[src/hsv_pkg.sv]
// ----------------------------------------------------------------------------
// hsv_pkg
// Shared constants and types of the HSV to RGB converter.
// ----------------------------------------------------------------------------
`default_nettype none

package hsv_pkg;

  localparam int FRAC_BITS   = 16;
  localparam int FIELD_W     = FRAC_BITS + 1;
  localparam int H6_W        = FRAC_BITS + 3;
  localparam int BYTE_W      = 8;
  localparam int IN_FIELDS_W = 3 * FIELD_W;
  localparam int IN_TDATA_W  = ((IN_FIELDS_W + 7) / 8) * 8;
  localparam int OUT_TDATA_W = 3 * BYTE_W;

  localparam int FIFO_DEPTH  = 4;
  localparam int FIFO_PTR_W  = $clog2(FIFO_DEPTH);
  localparam int FIFO_CNT_W  = $clog2(FIFO_DEPTH + 1);
  localparam int PIPE_STAGES = 3;
  localparam int CAPACITY    = FIFO_DEPTH + PIPE_STAGES;
  localparam int CAP_W       = $clog2(CAPACITY + 1);

  localparam logic [FIELD_W-1:0] ONE_FX = FIELD_W'(1) << FRAC_BITS;

  typedef enum logic [2:0] {
    SEC_RED_YELLOW   = 3'd0,
    SEC_YELLOW_GREEN = 3'd1,
    SEC_GREEN_CYAN   = 3'd2,
    SEC_CYAN_BLUE    = 3'd3,
    SEC_BLUE_MAGENTA = 3'd4,
    SEC_MAGENTA_RED  = 3'd5
  } hsv_sector_e;

  typedef struct packed {
    logic                 grey;
    hsv_sector_e          sector;
    logic [FRAC_BITS-1:0] frac;
    logic [FIELD_W-1:0]   sat;
    logic [FIELD_W-1:0]   val;
  } hsv_item_t;

endpackage

`default_nettype wire

[src/hsv_front.sv]
// ----------------------------------------------------------------------------
// hsv_front
// Input side: unpacks a sample, clamps saturation and value, wraps hue and
// splits hue times six into sector and fraction.
// ----------------------------------------------------------------------------
`default_nettype none

module hsv_front (
  input  wire logic                            s_valid_i,
  output logic                                 s_ready_o,
  input  wire logic [hsv_pkg::IN_TDATA_W-1:0]  s_data_i,
  output logic                                 q_valid_o,
  input  wire logic                            q_ready_i,
  output hsv_pkg::hsv_item_t                   q_item_o
);
  import hsv_pkg::*;

  logic [FIELD_W-1:0]   hue;
  logic [FIELD_W-1:0]   sat_raw;
  logic [FIELD_W-1:0]   val_raw;
  logic [FRAC_BITS-1:0] hue_w;
  logic [H6_W-1:0]      h6;

  assign hue     = s_data_i[FIELD_W-1:0];
  assign sat_raw = s_data_i[2*FIELD_W-1:FIELD_W];
  assign val_raw = s_data_i[3*FIELD_W-1:2*FIELD_W];

  assign hue_w = (hue >= ONE_FX) ? '0 : hue[FRAC_BITS-1:0];
  assign h6    = H6_W'(hue_w) * H6_W'(6);

  always_comb begin
    q_item_o.sat    = (sat_raw > ONE_FX) ? ONE_FX : sat_raw;
    q_item_o.val    = (val_raw > ONE_FX) ? ONE_FX : val_raw;
    q_item_o.grey   = (q_item_o.sat == '0);
    q_item_o.sector = hsv_sector_e'(h6[H6_W-1:FRAC_BITS]);
    q_item_o.frac   = h6[FRAC_BITS-1:0];
  end

  assign q_valid_o = s_valid_i;
  assign s_ready_o = q_ready_i;

endmodule

`default_nettype wire

[src/hsv_fifo.sv]
// ----------------------------------------------------------------------------
// hsv_fifo
// Short queue of classified samples between front and back.
// ----------------------------------------------------------------------------
`default_nettype none

module hsv_fifo (
  input  wire logic               clk_i,
  input  wire logic               rst_ni,
  input  wire logic               wr_valid_i,
  output logic                    wr_ready_o,
  input  wire hsv_pkg::hsv_item_t wr_item_i,
  output logic                    rd_valid_o,
  input  wire logic               rd_ready_i,
  output hsv_pkg::hsv_item_t      rd_item_o
);
  import hsv_pkg::*;

  hsv_item_t             mem_q [FIFO_DEPTH];
  logic [FIFO_PTR_W-1:0] wr_ptr_q, wr_ptr_d;
  logic [FIFO_PTR_W-1:0] rd_ptr_q, rd_ptr_d;
  logic [FIFO_CNT_W-1:0] cnt_q, cnt_d;
  logic                  push, pop;

  assign wr_ready_o = (cnt_q != FIFO_CNT_W'(FIFO_DEPTH));
  assign rd_valid_o = (cnt_q != '0);
  assign rd_item_o  = mem_q[rd_ptr_q];
  assign push       = wr_valid_i && wr_ready_o;
  assign pop        = rd_ready_i && rd_valid_o;

  always_comb begin
    wr_ptr_d = push ? FIFO_PTR_W'(wr_ptr_q + 1'b1) : wr_ptr_q;
    rd_ptr_d = pop  ? FIFO_PTR_W'(rd_ptr_q + 1'b1) : rd_ptr_q;
    cnt_d    = cnt_q;
    if (push && !pop) begin
      cnt_d = FIFO_CNT_W'(cnt_q + 1'b1);
    end else if (pop && !push) begin
      cnt_d = FIFO_CNT_W'(cnt_q - 1'b1);
    end
  end

  always_ff @(posedge clk_i or negedge rst_ni) begin
    if (!rst_ni) begin
      wr_ptr_q <= '0;
      rd_ptr_q <= '0;
      cnt_q    <= '0;
    end else begin
      wr_ptr_q <= wr_ptr_d;
      rd_ptr_q <= rd_ptr_d;
      cnt_q    <= cnt_d;
    end
  end

  always_ff @(posedge clk_i) begin
    if (push) begin
      mem_q[wr_ptr_q] <= wr_item_i;
    end
  end

endmodule

`default_nettype wire

[src/hsv_back.sv]
// ----------------------------------------------------------------------------
// hsv_back
// Three-stage pipeline: first products and p, then q/t, then sector routing and
// scaling to bytes into the output register.
// ----------------------------------------------------------------------------
`default_nettype none

module hsv_back (
  input  wire logic                             clk_i,
  input  wire logic                             rst_ni,
  input  wire logic                             in_valid_i,
  output logic                                  in_ready_o,
  input  wire hsv_pkg::hsv_item_t               in_item_i,
  output logic                                  m_valid_o,
  input  wire logic                             m_ready_i,
  output logic [hsv_pkg::OUT_TDATA_W-1:0]       m_data_o
);
  import hsv_pkg::*;

  function automatic logic [FIELD_W-1:0] fx_mul(input logic [FIELD_W-1:0] a,
                                                input logic [FIELD_W-1:0] b);
    logic [2*FIELD_W-1:0] prod;
    prod = (2*FIELD_W)'(a) * (2*FIELD_W)'(b);
    return prod[FRAC_BITS+FIELD_W-1:FRAC_BITS];
  endfunction

  function automatic logic [BYTE_W-1:0] to_byte(input logic [FIELD_W-1:0] x);
    logic [FIELD_W+BYTE_W-1:0] prod;
    prod = {x, BYTE_W'(0)} - (FIELD_W+BYTE_W)'(x);
    return prod[FRAC_BITS+BYTE_W-1:FRAC_BITS];
  endfunction

  logic               v1_q, v2_q, vo_q;
  logic               en1, en2, eno;

  logic               grey1_q, grey2_q;
  hsv_sector_e        sec1_q, sec2_q;
  logic [FIELD_W-1:0] val1_q, val2_q;
  logic [FIELD_W-1:0] p1_q, p2_q;
  logic [FIELD_W-1:0] sf1_q, snf1_q;
  logic [FIELD_W-1:0] q2_q, t2_q;
  logic [BYTE_W-1:0]  red_q, green_q, blue_q;

  logic [FIELD_W-1:0] r_sel, g_sel, b_sel;

  assign eno        = !vo_q || m_ready_i;
  assign en2        = !v2_q || eno;
  assign en1        = !v1_q || en2;
  assign in_ready_o = en1;
  assign m_valid_o  = vo_q;
  assign m_data_o   = {blue_q, green_q, red_q};

  always_ff @(posedge clk_i or negedge rst_ni) begin
    if (!rst_ni) begin
      v1_q <= 1'b0;
      v2_q <= 1'b0;
      vo_q <= 1'b0;
    end else begin
      if (en1) v1_q <= in_valid_i;
      if (en2) v2_q <= v1_q;
      if (eno) vo_q <= v2_q;
    end
  end

  always_ff @(posedge clk_i) begin
    if (en1 && in_valid_i) begin
      grey1_q <= in_item_i.grey;
      sec1_q  <= in_item_i.sector;
      val1_q  <= in_item_i.val;
      p1_q    <= fx_mul(in_item_i.val, ONE_FX - in_item_i.sat);
      sf1_q   <= fx_mul(in_item_i.sat, FIELD_W'(in_item_i.frac));
      snf1_q  <= fx_mul(in_item_i.sat, ONE_FX - FIELD_W'(in_item_i.frac));
    end
  end

  always_ff @(posedge clk_i) begin
    if (en2 && v1_q) begin
      grey2_q <= grey1_q;
      sec2_q  <= sec1_q;
      val2_q  <= val1_q;
      p2_q    <= p1_q;
      q2_q    <= fx_mul(val1_q, ONE_FX - sf1_q);
      t2_q    <= fx_mul(val1_q, ONE_FX - snf1_q);
    end
  end

  always_comb begin
    r_sel = val2_q;
    g_sel = val2_q;
    b_sel = val2_q;
    if (!grey2_q) begin
      case (sec2_q)
        SEC_RED_YELLOW: begin
          r_sel = val2_q; g_sel = t2_q;   b_sel = p2_q;
        end
        SEC_YELLOW_GREEN: begin
          r_sel = q2_q;   g_sel = val2_q; b_sel = p2_q;
        end
        SEC_GREEN_CYAN: begin
          r_sel = p2_q;   g_sel = val2_q; b_sel = t2_q;
        end
        SEC_CYAN_BLUE: begin
          r_sel = p2_q;   g_sel = q2_q;   b_sel = val2_q;
        end
        SEC_BLUE_MAGENTA: begin
          r_sel = t2_q;   g_sel = p2_q;   b_sel = val2_q;
        end
        default: begin
          r_sel = val2_q; g_sel = p2_q;   b_sel = q2_q;
        end
      endcase
    end
  end

  always_ff @(posedge clk_i) begin
    if (eno && v2_q) begin
      red_q   <= to_byte(r_sel);
      green_q <= to_byte(g_sel);
      blue_q  <= to_byte(b_sel);
    end
  end

endmodule

`default_nettype wire

[src/hsv_to_rgb_converter_top.sv]
// ----------------------------------------------------------------------------
// hsv_to_rgb_converter_top
// HSV (UQ1.16 fractions) to 8-bit RGB pixel converter.
//
//   channel   dir  width  fields (lsb first)
//   s_axis    in   56     hue[16:0], saturation[33:17], brightness[50:34]
//   m_axis    out  24     red[7:0], green[15:8], blue[23:16]
//
// One transaction per clock sustained while the output is ready; an accepted
// input transaction passes the queue, then the three back stages, to output valid.
// A 4-entry queue separates input classification from the multiply pipeline.
// Output stall holds the pipeline; the queue keeps input open until full.
// Reset clears queue and stage valids only.
// ----------------------------------------------------------------------------
`default_nettype none

module hsv_to_rgb_converter_top (
  input  wire logic                            clk_i,
  input  wire logic                            rst_ni,
  input  wire logic                            s_axis_tvalid,
  output logic                                 s_axis_tready,
  // hue[16:0], saturation[33:17], brightness[50:34], zeros[55:51]
  input  wire logic [hsv_pkg::IN_TDATA_W-1:0]  s_axis_tdata,
  output logic                                 m_axis_tvalid,
  input  wire logic                            m_axis_tready,
  // red[7:0], green[15:8], blue[23:16]
  output logic [hsv_pkg::OUT_TDATA_W-1:0]      m_axis_tdata
);
  import hsv_pkg::*;

  logic      fq_valid, fq_ready;
  hsv_item_t fq_item;
  logic      qb_valid, qb_ready;
  hsv_item_t qb_item;

  hsv_front u_front (
    .s_valid_i (s_axis_tvalid),
    .s_ready_o (s_axis_tready),
    .s_data_i  (s_axis_tdata),
    .q_valid_o (fq_valid),
    .q_ready_i (fq_ready),
    .q_item_o  (fq_item)
  );

  hsv_fifo u_fifo (
    .clk_i      (clk_i),
    .rst_ni     (rst_ni),
    .wr_valid_i (fq_valid),
    .wr_ready_o (fq_ready),
    .wr_item_i  (fq_item),
    .rd_valid_o (qb_valid),
    .rd_ready_i (qb_ready),
    .rd_item_o  (qb_item)
  );

  hsv_back u_back (
    .clk_i      (clk_i),
    .rst_ni     (rst_ni),
    .in_valid_i (qb_valid),
    .in_ready_o (qb_ready),
    .in_item_i  (qb_item),
    .m_valid_o  (m_axis_tvalid),
    .m_ready_i  (m_axis_tready),
    .m_data_o   (m_axis_tdata)
  );

endmodule

`default_nettype wire

[config.mk]
export PLATFORM = sky130hd
export DESIGN_NAME = hsv_to_rgb_converter_top
export DESIGN_NICKNAME = d
export VERILOG_FILES = /design/src/hsv_pkg.sv /design/src/hsv_front.sv /design/src/hsv_fifo.sv /design/src/hsv_back.sv /design/src/hsv_to_rgb_converter_top.sv
export SDC_FILE = /design/constraint.sdc
export NUM_CORES = 2
export LEC_CHECK = 0
export BUFFER_PORTS_ARGS = -buffer_cell sky130_fd_sc_hd__buf_2
export CORE_AREA = 3 3 391 296
export DETAILED_ROUTE_END_ITERATION = 12
export DIE_AREA = 0 0 394 299
export PLACE_DENSITY = 0.71
export SLEW_MARGIN = 20
export SYNTH_ARGS = -nofsm -noshare
export SYNTH_HDL_FRONTEND = slang
export SYNTH_SLANG_ARGS = --single-unit
[constraint.sdc]
create_clock -name clk_i -period 12.85 [get_ports clk_i]
set_input_delay 1.9275 -clock clk_i [delete_from_list [all_inputs] [get_ports clk_i]]
set_output_delay 1.9275 -clock clk_i [all_outputs]
set_load 0.01 [all_outputs]
* Word-level counts from Yosys, hierarchy flattened
Memories as Yosys holds them, arrays and structs flattened. Index checks and enable logic that the tools add are counted.
Storage, ports and cells: logic and storage cells 82, output and inout port bits 26, memory bits (read-only) 0, memories 1, RAM bits 212, flip-flop bits (word level) 178, bits in latches 0, input port bits 60
Operators by class: shift operators 0, div/mod/pow operators 0, multiply operators 6, bitwise operators 0, magnitude comparators 3, reductions and logical operators 22, eq/ne operators 5, add/sub/neg operators 11, mux-type cells 13
Memory list:
- u_fifo.mem_q | words 4, bits a word 53, read ports 1, clocked after memory_dff 0, wr ports 1, line hsv_fifo.sv:19 | hsv_item_t mem_q [FIFO_DEPTH];
Operators with widths (count):
- 17-bit one-hot mux with 3 select lines | 3
- 17-bit by 17-bit multiplier with 33-bit output | 4
- 17-bit two-way mux | 5
- 24-bit by 17-bit subtractor with 24-bit output | 3
- 17-bit subtractor (first input constant) | 3
- 17-bit greater-than comparator (second input constant) | 2
- 17-bit by 16-bit multiplier with 33-bit output | 1
- 16-bit by 2-bit multiplier with 18-bit output (second input constant) | 1
- 17-bit >= comparator (second input constant) | 1
- 17-bit zero test | 1
- 17-bit by 16-bit subtractor with 17-bit output (first input constant) | 1
- 16-bit two-way mux | 1
- 2-bit OR reduction | 4
- 3-bit by 2-bit == test with 1-bit output (second input constant) | 2
- 1-bit logical AND | 6
- 3-bit two-way mux | 2
- 1-bit zero test | 5
- 2-bit by 1-bit adder with 2-bit output (second input constant) | 2
- 3-bit by 1-bit adder with 3-bit output (second input constant) | 1
- 3-bit by 1-bit == test with 1-bit output (second input constant) | 1
- 3-bit == test (second input constant) | 1
- 3-bit zero test | 1
- 1-bit logical OR | 3
- 3-bit != test (second input constant) | 1
- other kinds (4) | 5

* Longest topological paths before layout
depth after elaboration 8, depth in mapped cells 33, mapped depth without buffers 29

* Hierarchy
Synthesis repeated with hierarchy kept, for this count alone.
Second synthesis, totals: cells, all modules 6406, area total of the unflattened synthesis 62678.9 um^2
By module, submodules not included:
- hsv_back | area an instance 53146.0 um^2, times used 1, cells each 5897
- hsv_fifo | area an instance 8202.9 um^2, times used 1, cells each 317
- hsv_front | area an instance 1330.0 um^2, times used 1, cells each 192

* Least setup slack after synthesis
Ideal clock, no wire load.
path kind register to register, start reg u_fifo.rd_ptr_q[0], end reg u_back.p1_q[16] (data pin), data arrival time 8200 ps, library setup time 273 ps, path slack 4378 ps, data required time 12577 ps, path buffers 5, stages on the path, launching flop included 32, clock period less this slack 8472 ps, cell sequence dfrtp_1 > buf_6 > buf_6 > mux4_2 > buf_2 > inv_1 > clkbuf_1 > ha_1 > and3_1 > nand3_1 > xnor2_1 > buf_2 > nand2_1 > fa_1 > inv_1 > fa_1 > fa_1 > fa_1 > fa_1 > inv_1 > fa_1 > inv_1 > ha_1 > a21o_1 > a21o_1 > a21oi_1 > a2bb2oi_1 > o31ai_1 > o41ai_1 > nor2_1 > a2111oi_0 > xnor2_1
On the way: longest elaborated chain between the ends 3
RTL lines:
- from (decl) | line hsv_fifo.sv:21 | logic [FIFO_PTR_W-1:0] rd_ptr_q, rd_ptr_d;
- from (signal assigned) | line hsv_fifo.sv:49 | rd_ptr_q <= rd_ptr_d;
- memory read 4 x 53 bit (*)
- 17-bit subtractor | line hsv_back.sv:70 | p1_q <= fx_mul(in_item_i.val, ONE_FX - in_item_i.sat);
- 17-bit by 17-bit multiplier with 33-bit output (*) | line hsv_back.sv:23 | prod = (2*FIELD_W)'(a) * (2*FIELD_W)'(b);
- to (signal assigned) | line hsv_back.sv:70
- to (decl) | line hsv_back.sv:39 | logic [FIELD_W-1:0] p1_q, p2_q;
Mark *: on every way between the ends. The rest lies on a longest branch, timed or not. A chain may end at the register's enable or synchronous reset.

* Worst setup path after layout
Same ends and word-level chain as after synthesis.

==> tab_implementation.tex <==
\begin{tabular}{lr}
\hline
Metric & Value \\
\hline
\multicolumn{2}{l}{\textbf{Outcome}} \\
\quad Run status & finished clean \\
\multicolumn{2}{l}{\textbf{Placed design}} \\
\quad Placer congestion estimate & 0.922 \\
\quad Total cell area at the placement stage & 63700 um\^{}2 \\
\quad Cell count after placement & 7792 \\
\quad HPWL after DPL & 116000 um \\
\quad Number of port buffers & 80 \\
\multicolumn{2}{l}{\textbf{Clocking}} \\
\quad Source-to-sink clock delay at the later pin of the worst-skew pair & 0.60 ns \\
\quad Root buf cell & sky130\_fd\_sc\_hd\_\_clkbuf\_16 \\
\quad Maximum count of clock buffers along a single path & 3 \\
\quad CTS clock-pin slew for the worst setup and hold paths & 0.06 ns \\
\quad Count of cells resized by post-cts repair & 0 \\
\quad Count of H-tree levels built during CTS & 2 \\
\quad Number of buffers added to fix hold violations after cts & 0 \\
\quad Total number of clock tree sinks & 390 \\
\quad Buffers inserted during post-CTS setup optimization & 0 \\
\quad CTS tree & yes \\
\quad CTS buffer count & 41 \\
\multicolumn{2}{l}{\textbf{Layout}} \\
\quad Commonest cells after routing, fill and taps aside & 1389 x sky130\_fd\_sc\_hd\_\_inv\_1, 1064 x sky130\_fd\_sc\_hd\_\_fa\_1, 1008 x sky130\_fd\_sc\_hd\_\_nand2\_1 \\
\quad Post-synthesis to final-layout area growth & 5.55\% \\
\quad Final non-filler cell area & 65100 um\^{}2 \\
\quad Proportion of layout cells with a drive suffix above 1 & 5.59\% \\
\quad Most common library cell in the layout ignoring fill and taps & sky130\_fd\_sc\_hd\_\_inv\_1 \\
\quad Number of nets in the layout & 8023 \\
\quad Number of standard cells in the layout, taps in and fillers out & 7865 \\
\multicolumn{2}{l}{\textbf{Global routing}} \\
\quad Maximum number of pins on one net before global-route repair & 86 \\
\quad Vias in the first global route & 45800 \\
\quad Global-route wire length before repair & 250000 um \\
\quad Global Route Usage Sum & 26.7\% \\
\quad Residual overflow from global routing & 0 \\
\quad Antenna violations before repair & 7 \\
\multicolumn{2}{l}{\textbf{Routing}} \\
\quad Uppermost routed layer & met5 \\
\quad Via density & 5.55 \\
\quad Via Count & 43700 \\
\quad Violation count after the first detailed-route iteration & 3745 \\
\quad Final WL & 154000 um \\
\quad Wire length on met2 & 65900 um \\
\quad Remaining number of nets flagged by the antenna check after routing & 0 \\
\quad DR WL met3 & 17600 um \\
\quad Final routed DRC violation total & 0 \\
\quad Number of iterations in the first detailed-routing pass & 10 \\
\quad Met1 layer wirelength in the final routing & 66700 um \\
\quad Wire length per cell after detailed routing & 19.5 um \\
\multicolumn{2}{l}{\textbf{Timing}} \\
\quad Worst hold slack across all endpoints & 0.403 ns \\
\quad Time the worst path needs with I/O delays and setup & 10.21 ns \\
\quad Total negative slack for setup checks & 0 ns \\
\quad Final period util & 79.4\% \\
\quad Slew at the pin closest to its max-slew limit & 1.17 ns \\
\quad Final setup skew & 0.0331 ns \\
\quad Setup repair after global routing missed its margin & false \\
\quad Number of pins exceeding their max-slew limit in the final report & 0 \\
\quad Setup Viol. Count Final & 0 \\
\quad Rel. slew slack & 21.9\% \\
\quad Final Hold Vio Count & 0 \\
\quad Upper clock frequency limit & 98.0 MHz \\
\multicolumn{2}{l}{\textbf{Worst setup path}} \\
\quad Flop-to-flop setup slack & 2.64 ns \\
\quad Required time worst endpoint & 13.18 ns \\
\quad Endpoint of the worst-slack reg-to-reg timing path & u\_back.p1\_q[16] \\
\quad Delay of the slowest cell on the worst path & 0.89 ns \\
\quad Register-to-Register Path Depth & 27 \\
\quad Data arrival time of the worst path & 10.54 ns \\
\quad Critical-path maximum fanout & 37 \\
\quad RR Startpoint & u\_fifo.rd\_ptr\_q[0] \\
\quad Cell family with the largest share of critical-path delay & adder cells \\
\quad Most repeated library cell on the critical path & sky130\_fd\_sc\_hd\_\_fa\_1 \\
\quad Setup crit end kind & register \\
\quad Worst path buffer plus inverter count & 6 \\
\quad Standard cell with the maximum stage delay on the critical path & sky130\_fd\_sc\_hd\_\_xnor2\_2 \\
\quad Startpoint kind of the worst setup timing path & register \\
\quad Type of the worst setup path & reg2reg \\
\multicolumn{2}{l}{\textbf{Logic synthesis}} \\
\quad Cell area after synthesis & 61600 um\^{}2 \\
\quad Synthesized netlist net count & 8063 \\
\quad Distinct cell type count of the synthesized netlist & 74 \\
\quad Dominant combinational cell family by area after synthesis & adder cells \\
\quad Area share of and/or/nand/nor cells after synthesis & 14.0\% \\
\quad Proportion of synthesized area in mux cells & 2.74\% \\
\quad Proportion of register bits with asynchronous set or reset after synthesis & 2.56\% \\
\quad Post-synthesis share of cell area spent on xor and xnor gates & 3.03\% \\
\quad Number of synthesized flops with an enable pin & 380 \\
\quad Compound-gate portion of the synthesized area & 4.91\% \\
\quad Ys Warns & 0 \\
\quad Mean area per synthesized cell & 9.69 um\^{}2 \\
\quad Part of the Yosys area used for sequential elements & 18.9\% \\
\quad Mapped Cells & 6363 \\
\quad Adder-cell share of the synthesized area & 46.2\% \\
\quad Count of state elements after synthesis & 390 \\
\quad Top flip-flop cell by instance count after synthesis & sky130\_fd\_sc\_hd\_\_edfxtp\_1 \\
\multicolumn{2}{l}{\textbf{Die}} \\
\quad Height of the die & 299 um \\
\quad Overall die area & 118000 um\^{}2 \\
\quad Num ports & 86 \\
\quad Die X-Extent & 394 um \\
\quad Area of the core & 112000 um\^{}2 \\
\quad Starting Density & 55.1\% \\
\quad Number of core rows & 106 \\
\multicolumn{2}{l}{\textbf{Min path}} \\
\quad Startpoint of the tightest hold check path & u\_back.p1\_q[11] \\
\quad Endpoint, Worst Hold & u\_back.p2\_q[11] \\
\quad Worst min-delay path category & reg2reg \\
\quad Min-Delay Path Depth & 0 \\
\multicolumn{2}{l}{\textbf{Job}} \\
\quad Max-capacitance violation count & 0 \\
\hline
\end{tabular}
[worst register-to-register path: stages (launching register included)]
cell and delay (ns):
sky130_fd_sc_hd__dfrtp_4 0.77, sky130_fd_sc_hd__mux4_2 0.58, sky130_fd_sc_hd__buf_4 0.32, sky130_fd_sc_hd__inv_1 0.65, sky130_fd_sc_hd__ha_1 0.40, sky130_fd_sc_hd__and3_1 0.28, sky130_fd_sc_hd__nand2_1 0.11, sky130_fd_sc_hd__xnor2_2 0.89
sky130_fd_sc_hd__nand2_1 0.22, sky130_fd_sc_hd__fa_1 0.57, sky130_fd_sc_hd__inv_1 0.06, sky130_fd_sc_hd__fa_1 0.54, sky130_fd_sc_hd__fa_1 0.42, sky130_fd_sc_hd__fa_1 0.46, sky130_fd_sc_hd__fa_1 0.49, sky130_fd_sc_hd__inv_1 0.05
sky130_fd_sc_hd__fa_1 0.47, sky130_fd_sc_hd__inv_1 0.04, sky130_fd_sc_hd__ha_1 0.34, sky130_fd_sc_hd__a21o_1 0.19, sky130_fd_sc_hd__a221o_1 0.34, sky130_fd_sc_hd__a2bb2oi_1 0.16, sky130_fd_sc_hd__o31ai_1 0.09, sky130_fd_sc_hd__buf_4 0.16
sky130_fd_sc_hd__o41ai_1 0.59, sky130_fd_sc_hd__nor2_1 0.10, sky130_fd_sc_hd__a2111oi_0 0.50, sky130_fd_sc_hd__xnor2_1 0.14
[per-stage QoR]
stage | utilization (%) | setup slack (ns)
6_report | 58.2 | 2.64
5_1_grt | 58.2 | 2.15
4_1_cts | 58.2 | 2.76
3_5_place_dp | 57.0 | 2.76
3_3_place_gp | 57.0 | 2.87
2_1_floorplan | - | 4.38
[registers in the layout, indices dropped and copies added, names as in the netlist, 2 cells and up]
register         count
u_fifo.mem_q       212
u_back.p1_q         17
u_back.p2_q         17
u_back.q2_q         17
u_back.sf1_q        17
u_back.snf1_q       17
u_back.t2_q         17
u_back.val1_q       17
u_back.val2_q       17
u_back.blue_q        8
u_back.green_q       8
u_back.red_q         8
u_back.sec1_q        3
u_back.sec2_q        3
u_fifo.cnt_q         3
u_fifo.rd_ptr_q      2
u_fifo.wr_ptr_q      2
[synthesized netlist by cell type (24+ instances only)]
| cell type | count | share of area [%] |
|---|---|---|
| sky130_fd_sc_hd__xor2_1 | 66 | 0.94 |
| sky130_fd_sc_hd__buf_1 | 25 | 0.15 |
| sky130_fd_sc_hd__xnor2_1 | 147 | 2.1 |
| sky130_fd_sc_hd__inv_1 | 1389 | 8.5 |
| sky130_fd_sc_hd__o21ai_0 | 60 | 0.49 |
| sky130_fd_sc_hd__nand3_1 | 44 | 0.36 |
| sky130_fd_sc_hd__buf_2 | 37 | 0.30 |
| sky130_fd_sc_hd__a21oi_1 | 117 | 0.95 |
| sky130_fd_sc_hd__nor3_1 | 35 | 0.28 |
| sky130_fd_sc_hd__nand2b_1 | 26 | 0.26 |
| sky130_fd_sc_hd__mux2i_1 | 54 | 0.88 |
| sky130_fd_sc_hd__ha_1 | 576 | 12 |
| sky130_fd_sc_hd__a21o_1 | 51 | 0.62 |
| sky130_fd_sc_hd__edfxtp_1 | 380 | 19 |
| sky130_fd_sc_hd__mux2_2 | 28 | 0.51 |
| sky130_fd_sc_hd__nand2_1 | 1008 | 6.1 |
| sky130_fd_sc_hd__clkbuf_1 | 201 | 1.2 |
| sky130_fd_sc_hd__mux4_2 | 37 | 1.4 |
| sky130_fd_sc_hd__nor2b_1 | 62 | 0.63 |
| sky130_fd_sc_hd__and2_1 | 310 | 3.1 |
| sky130_fd_sc_hd__a211oi_1 | 24 | 0.29 |
| sky130_fd_sc_hd__nor2_1 | 288 | 1.8 |
| sky130_fd_sc_hd__nor4_1 | 25 | 0.25 |
| sky130_fd_sc_hd__fa_1 | 1064 | 35 |
[final cells by class]
type | count | area (um^2)
antenna | 1 | 2.50
clock buffer | 46 | 1040
clock inverter | 26 | 272
fill | 9456 | 46700
inverter | 1394 | 5230
multi-input combinational | 4314 | 43800
sequential | 390 | 11700
tap | 1512 | 1890
timing repair buffer | 182 | 1170
[logic make-up after synthesis]
group / after synthesis
xor+xnor: 213
simple gates: 1893
flops: 390
buf+inv: 1659
mux: 119
compound gates: 449
fa+ha+maj: 1640
[metal layers]
layer	GRT usage [%]	vias to the layer above
met4	5.87	10
met3	7.30	276
met1	38.6	21800
met2	40.6	2033
met5	0	-
li1	-	19500
[how the worst max path moves through the flow]
stage                        from         endpoint  cells after the start
2_1_floorplan  u_fifo.rd_ptr_q[0]  u_back.p1_q[16]                     31
3_3_place_gp   u_fifo.rd_ptr_q[0]  u_back.p1_q[16]                     28
3_5_place_dp   u_fifo.rd_ptr_q[0]  u_back.p1_q[16]                     27
4_1_cts        u_fifo.rd_ptr_q[0]  u_back.p1_q[16]                     27
5_1_grt        u_fifo.rd_ptr_q[0]  u_back.p1_q[16]                     28
6_report       u_fifo.rd_ptr_q[0]  u_back.p1_q[16]                     27
Power is not shown: default switching activity piles up to over one toggle a cycle in this logic, so the estimate is an artifact.
